File: src/rtl/fdps_pkg.sv
`timescale 1ns / 1ps
// ----------------------------------------------------------------------------
// fdps_pkg
// Types, constants and fixed-point helpers shared by the film development
// pixel step block.
// ----------------------------------------------------------------------------
package fdps_pkg;

  localparam int unsigned WORD_W      = 32;
  localparam int unsigned PROD_W      = 2 * WORD_W;
  localparam int unsigned NUM_LANES   = 3;
  localparam int unsigned LANE_STAGES = 7;
  localparam int unsigned NUM_STAGES  = LANE_STAGES + 1;
  localparam int unsigned CFG_IDX_W   = 2;

  typedef logic [WORD_W-1:0] word_t;

  localparam word_t WORD_MAX = '1;

  typedef enum logic [CFG_IDX_W-1:0] {
    REG_GROWTH_RATE    = 2'd0,
    REG_DEVELOPER_RATE = 2'd1,
    REG_SALT_RATE      = 2'd2
  } cfg_reg_t;

  typedef struct packed {
    word_t growth_rate;
    word_t developer_rate;
    word_t salt_rate;
  } cfg_regs_t;

  typedef struct packed {
    word_t radius_red;
    word_t radius_green;
    word_t radius_blue;
    word_t active_red;
    word_t active_green;
    word_t active_blue;
    word_t salt_red;
    word_t salt_green;
    word_t salt_blue;
    word_t developer_level;
  } in_payload_t;

  typedef struct packed {
    word_t new_radius_red;
    word_t new_radius_green;
    word_t new_radius_blue;
    word_t new_salt_red;
    word_t new_salt_green;
    word_t new_salt_blue;
    word_t new_developer_level;
  } out_payload_t;

  typedef struct packed {
    word_t radius;
    word_t active;
    word_t salt;
  } lane_in_t;

  typedef struct packed {
    word_t new_radius;
    word_t new_salt;
  } lane_res_t;

  // Full product, truncated by the fraction width, saturated to one word.
  function automatic word_t fx_mul(input word_t a, input word_t b, input int unsigned frac);
    logic [PROD_W-1:0] prod;
    logic [PROD_W-1:0] shifted;
    prod    = PROD_W'(a) * PROD_W'(b);
    shifted = prod >> frac;
    return (|shifted[PROD_W-1:WORD_W]) ? WORD_MAX : shifted[WORD_W-1:0];
  endfunction

  function automatic word_t sat_add(input word_t a, input word_t b);
    logic [WORD_W:0] sum;
    sum = {1'b0, a} + {1'b0, b};
    return sum[WORD_W] ? WORD_MAX : sum[WORD_W-1:0];
  endfunction

  function automatic word_t floor_sub(input word_t a, input word_t b);
    return (b >= a) ? '0 : word_t'(a - b);
  endfunction

endpackage

File: src/rtl/fdps_merge.sv
`timescale 1ns / 1ps
// ----------------------------------------------------------------------------
// fdps_merge
// Sums the lane volumes, consumes developer and assembles the result word.
// ----------------------------------------------------------------------------
module fdps_merge #(
  parameter int unsigned FRAC_BITS = 24
) (
  input  logic                              clk,
  input  logic [fdps_pkg::NUM_STAGES-1:0]   en,
  input  fdps_pkg::word_t                   dev,
  input  fdps_pkg::word_t                   developer_rate,
  input  fdps_pkg::word_t                   dv  [fdps_pkg::NUM_LANES],
  input  fdps_pkg::lane_res_t               res [fdps_pkg::NUM_LANES],
  output fdps_pkg::out_payload_t            result
);
  import fdps_pkg::*;

  word_t        dev_r [LANE_STAGES];
  word_t        vsum_r;
  word_t        dd_r;
  out_payload_t out_r;

  always_ff @(posedge clk) begin
    if (en[0]) begin
      dev_r[0] <= dev;
    end
    for (int k = 1; k < LANE_STAGES; k++) begin
      if (en[k]) begin
        dev_r[k] <= dev_r[k-1];
      end
    end
    if (en[5]) begin
      vsum_r <= sat_add(sat_add(dv[0], dv[1]), dv[2]);
    end
    if (en[6]) begin
      dd_r <= fx_mul(developer_rate, vsum_r, FRAC_BITS);
    end
    if (en[7]) begin
      out_r.new_radius_red      <= res[0].new_radius;
      out_r.new_radius_green    <= res[1].new_radius;
      out_r.new_radius_blue     <= res[2].new_radius;
      out_r.new_salt_red        <= res[0].new_salt;
      out_r.new_salt_green      <= res[1].new_salt;
      out_r.new_salt_blue       <= res[2].new_salt;
      out_r.new_developer_level <= floor_sub(dev_r[LANE_STAGES-1], dd_r);
    end
  end

  assign result = out_r;

endmodule

File: config.mk
export PLATFORM = sky130hd
export DESIGN_NAME = fdps_merge
export DESIGN_NICKNAME = d
export VERILOG_FILES = /design/src/rtl/fdps_pkg.sv /design/src/rtl/fdps_merge.sv
export SDC_FILE = /design/constraint.sdc
export NUM_CORES = 2
export LEC_CHECK = 0
export BUFFER_PORTS_ARGS = -buffer_cell sky130_fd_sc_hd__buf_2
export CAP_MARGIN = 20
export CORE_ASPECT_RATIO = 0.75
export CORE_UTILIZATION = 57
export CTS_CLUSTER_SIZE = 10
export DETAILED_ROUTE_END_ITERATION = 8
export PLACE_DENSITY = 0.79
export REMOVE_ABC_BUFFERS = 1
export SYNTH_ARGS = -nofsm -noshare
export SYNTH_HDL_FRONTEND = slang
export SYNTH_SLANG_ARGS = --single-unit
File: constraint.sdc
create_clock -name clk -period 8.1 [get_ports clk]
set_input_delay 0.405 -clock clk [delete_from_list [all_inputs] [get_ports clk]]
set_output_delay 0.405 -clock clk [all_outputs]
set_load 0.03 [all_outputs]
# Word-level counts from Yosys, hierarchy flattened
# Memories as Yosys holds them, arrays and structs flattened.
# Index checks and enable logic that the tools add are counted.
# totals
regBits	288
ram_bits	224
inputBits	361
out_inout_bits	224
word_cells	31
mem_count	1
# mem_list
memory	words	width	read_ports	rd_ports_with_merged_regs	wr	line_no	text
dev_r	7	32	7	0	7	fdps_merge.sv:19	word_t dev_r [LANE_STAGES];
# op_classes
addsub	3
multipliers	1
n_lt_le_gt_ge	1
muxes	15
reduce_logical	1
# ops
cell	count
adder 32 x 32 -> 33 bit	2
multiplier 32 x 32 -> 64 bit	1
>= comparator 32 bit	1
2-to-1 mux 32 bit	1
subtractor 32 bit	1
2-to-1 mux 1 bit	14
OR reduction 8 bit	1

# Longest topological paths before layout
# logic_depth
depth_word	3
mapped_depth	29
ltp_nobuf	26

# Worst setup path after synthesis
# No wires, ideal clock.
# synth_timing
path_kind	register to register
start	reg vsum_r[8]
end	reg dd_r[0] (data pin)
setup_time_ns	0.273
arrival_ns	7.215
t_required_ns	7.827
setup_slack_ns	0.612
path_stages_with_launch	27
n_path_buf	3
synth_period_minus_slack_ns	7.488
path_cell_list	edfxtp_1 clkbuf_1 and2_1 fa_1 fa_1 inv_1 fa_1 fa_1 inv_1 fa_1 fa_1 fa_1 inv_1 fa_1 inv_1 ha_1 buf_2 a21oi_1 o21ai_1 a21oi_1 o21ai_1 a2111oi_4 nand2_1 o311a_1 a21oi_2 clkbuf_1 nand4_1
# synth_via
elab_chain_cells	2
# synth_rtl
element	line_no	text
from (decl)	fdps_merge.sv:20	word_t vsum_r;
from (signal assigned)	fdps_merge.sv:34	vsum_r <= sat_add(sat_add(dv[0], dv[1]), dv[2]);
multiplier 32 x 32 -> 64 bit (*)	fdps_pkg.sv:70	prod = PROD_W'(a) * PROD_W'(b);
OR reduction 8 bit	fdps_pkg.sv:72	return (|shifted[PROD_W-1:WORD_W]) ? WORD_MAX : shifted[WORD_W-1:0];
to (signal assigned)	fdps_merge.sv:37	dd_r <= fx_mul(developer_rate, vsum_r, FRAC_BITS);
to (decl)	fdps_merge.sv:21	word_t dd_r;
# Every way passes the cells marked *; elsewhere a longest branch is shown, timed or not.
# A chain may end at the register's enable or synchronous reset.

# Worst setup path in the final report
# layout_timing
start	reg vsum_r[8]
end	reg dd_r[10] (data pin)
# The elaborated chain is that of the path after synthesis.

==> results.md <==
* R2R Path Start: vsum_r[8]
* Worst-Skew Late Latency at roughly 0.62 ns
* Clock Root Buffer: clkbuf_16
* Placer Congestion at between 0.9 and 1
* First-pass GRT wire length at between 200000 and 250000 um
* Maxcap violations at 0
* CTS tree: done
* Yosys warns at 0
* Final Hold Viols at 0
* Final setup viols at 0
* Synth Register Bits at ~510
* Core Region at 0.0939 mm^2
* Largest net degree at the start of global routing at 100
* Area growth from synthesis to final layout at 16.8%
* Drt drc at 0
* Sinks on Clock Net at 512
* Storage element area at between 0.015 and 0.02 mm^2
* Async S/R FF share, synth at 0
* Crit path capture type: flip-flop
* TritonRoute pass-1 iters at 6
* Detail Placement HPWL at 123000 um
* CTS Buf Count at 57
* Worst EP required at 8.43 ns
* Die ar. at 0.0965 mm^2
* Synthesized area per cell at 10.7 um^2
* Number of buffers on the longest clock path at 3
* Vias in the first global route at 42000
* Register area share after synthesis at 0.283
* Wirelength per Cell at approximately 23 um
* I/O Buffers at 584
* I/O Pins at 585
* Achievable Freq at 0.127 GHz
* Post-route cell area at 0.0634 mm^2
* Initial core utilization at 0.578
* Share of layout cells above drive strength 1 at 0.153
* CP endpoint: dd_r[10]
* Most used DFF post-synth: edfxtp_1
* R2R depth at 27
* Hold Crit Class: in -> reg
* Dpl cells at 6782
* Layout filler cell count at 6889
* CTS H-Tree Depth at 2
* Final worst path period share at 0.975
* Core Rows at 97
* Final max-slew violation count at 0
* Status: finished, final reports clean
* FF-to-FF setup slack at 0.20 ns
* Starting DRT DRC Count at slightly above 4000
* Crit path DAT at 8.23 ns
* Relative slew slack at 0.310
* Post-synthesis cell area at around 0.054 mm^2
* Final wirelength at ~160000 um
* Most frequent cells in the layout: 964 x inv_1, 882 x fa_1, 641 x and2_1
* Final ANT Viol Nets at 0
* Syn Inst Count at 5062
* Post-synth EDFFs at between 500 and 600
* Final Non-Filler Cells at 7097
* Initial antenna violation count at 12
* Crit-path max FO at 16
* Nets at ~7500
* Most common cell after layout, fill and taps aside: inv_1
* Post-DP Area at a little under 0.06 mm^2
* Die Span Y at 269 um
* Footprint of the multi-input gates at 0.0346 mm^2
* Die X at 358 um
* Min Tclk post-route at 7.90 ns
* Skew final at 0.0337 ns
* Clock transition at path regs at 0.06 ns
* All-layer global routing usage at 0.336
* Worst slew pin tran at 1.04 ns
* CP Class: reg -> reg
* Worst Setup Start Kind: flip-flop
* Worst setup path start: vsum_r[8]
* Distinct cell type count after synthesis at 91
* Routed via count at 40500
* RR Endpoint: dd_r[10]
* Grt ovf at 0
* DR vias/cell at 5.71
[registers in the layout (all words and copies together), names as in the netlist]
| register | flops |
|---|---|
| vsum_r | 32 |
| dd_r | 32 |
| result | 224 |
| dev_r | 224 |
[worst max-delay path, stage by stage, from the launching register on]
cell and delay [ns]:
edfxtp_1 0.44, buf_12 0.17, clkbuf_16 0.18, nand2_1 0.09, fa_1 0.55, fa_1 0.52, fa_1 0.51, fa_1 0.51
inv_1 0.10, fa_1 0.57, fa_1 0.43, fa_1 0.50, inv_1 0.06, fa_1 0.48, inv_1 0.05, ha_1 0.30
buf_4 0.17, nand2_1 0.11, o21a_1 0.16, nor2b_1 0.16, a311oi_2 0.14, nor2_2 0.14, a21oi_2 0.07, or4b_4 0.50
a211oi_4 0.27, buf_4 0.16, buf_12 0.14, nand4_1 0.12
[how the worst min path moves through the flow]
stage,start,endpoint,slack (ns),cells after the start
5_1_grt,res[45],result[141],0.006,1
3_3_place_gp,dev_r[4][0],dev_r[5][0],0.40,0
3_5_place_dp,dev_r[1][21],dev_r[2][21],0.40,0
4_1_cts,res[45],result[141],0.003,1
2_1_floorplan,dev_r[0][0],dev_r[1][0],0.40,0
6_report,res[45],result[141],0.03,1
[logic make-up after synthesis]
kind of cell	share of synthesized area
xor gates and xnor gates	0.0174
DFF	0.283
adders and majority gates	0.413
buffers and inverters	0.0850
and+or+nand+nor	0.144
muxes	0.000737
AOI/OAI and AO/OA	0.0569
[routing by layer]
metal | wire length [um] | GRT usage
met1 | 65600 | 0.482
met2 | 69500 | 0.494
met3 | 21900 | 0.114
met4 | 4680 | 0.0795
met5 | 54 | 0
[timing repair]
| action | CTS | global route |
|---|---|---|
| hold buffers | 214 | 0 |
| endpoints found under the setup margin | 0 | 32 |
| gates resized for setup | 0 | 62 |
| buffers inserted | 0 | 27 |
| endpoints found under the hold margin | 214 | 0 |
[Yosys cell counts, drive strengths merged, types with 10 or more instances]
master / number / area (um^2)
o21bai: 18 / 135
o21a: 17 / 128
xnor2: 53 / 464
and2: 642 / 4020
nand2b: 16 / 100
nand3: 30 / 150
and3: 10 / 63.8
nand2: 554 / 2080
fa: 898 / 18000
buf: 21 / 134
nor3: 32 / 170
a31oi: 17 / 113
a21o: 57 / 429
a221oi: 11 / 109
nor2b: 15 / 93.8
clkbuf: 213 / 820
nor4: 10 / 68.8
nor2: 116 / 435
ha: 356 / 4450
a211oi: 24 / 193
o21ai: 100 / 500
edfxtp: 512 / 15400
or3: 11 / 70.1
inv: 964 / 3620
xor2: 55 / 482
a21oi: 139 / 703
nand4: 67 / 425
[metrics by stage]
stage	hold WS, ns	setup TNS [ns]	setup slack (ns)	utilization
5_1_grt	0.00563	-0.109	-0.0522	0.675
4_1_cts	0.00331	0	0.144	0.667
3_3_place_gp	0.401	0	0.0937	0.628
6_report	0.0313	0	0.199	0.675
3_5_place_dp	0.405	0	0.0134	0.628
2_1_floorplan	0.400	0	0.0625	-
[area by class of cell]
type	count	area share
clock buffers	59	0.0226
inverters	964	0.0570
well taps	1237	0.0244
multi-input cells	3350	0.545
diodes	5	0.000197
clock inverters	5	0.00195
flip-flops and latches	512	0.242
repair buffers	965	0.107
Power is left out: the tool's default activity adds up to more than one toggle a clock period on the data nets, which glitch-free logic cannot reach.
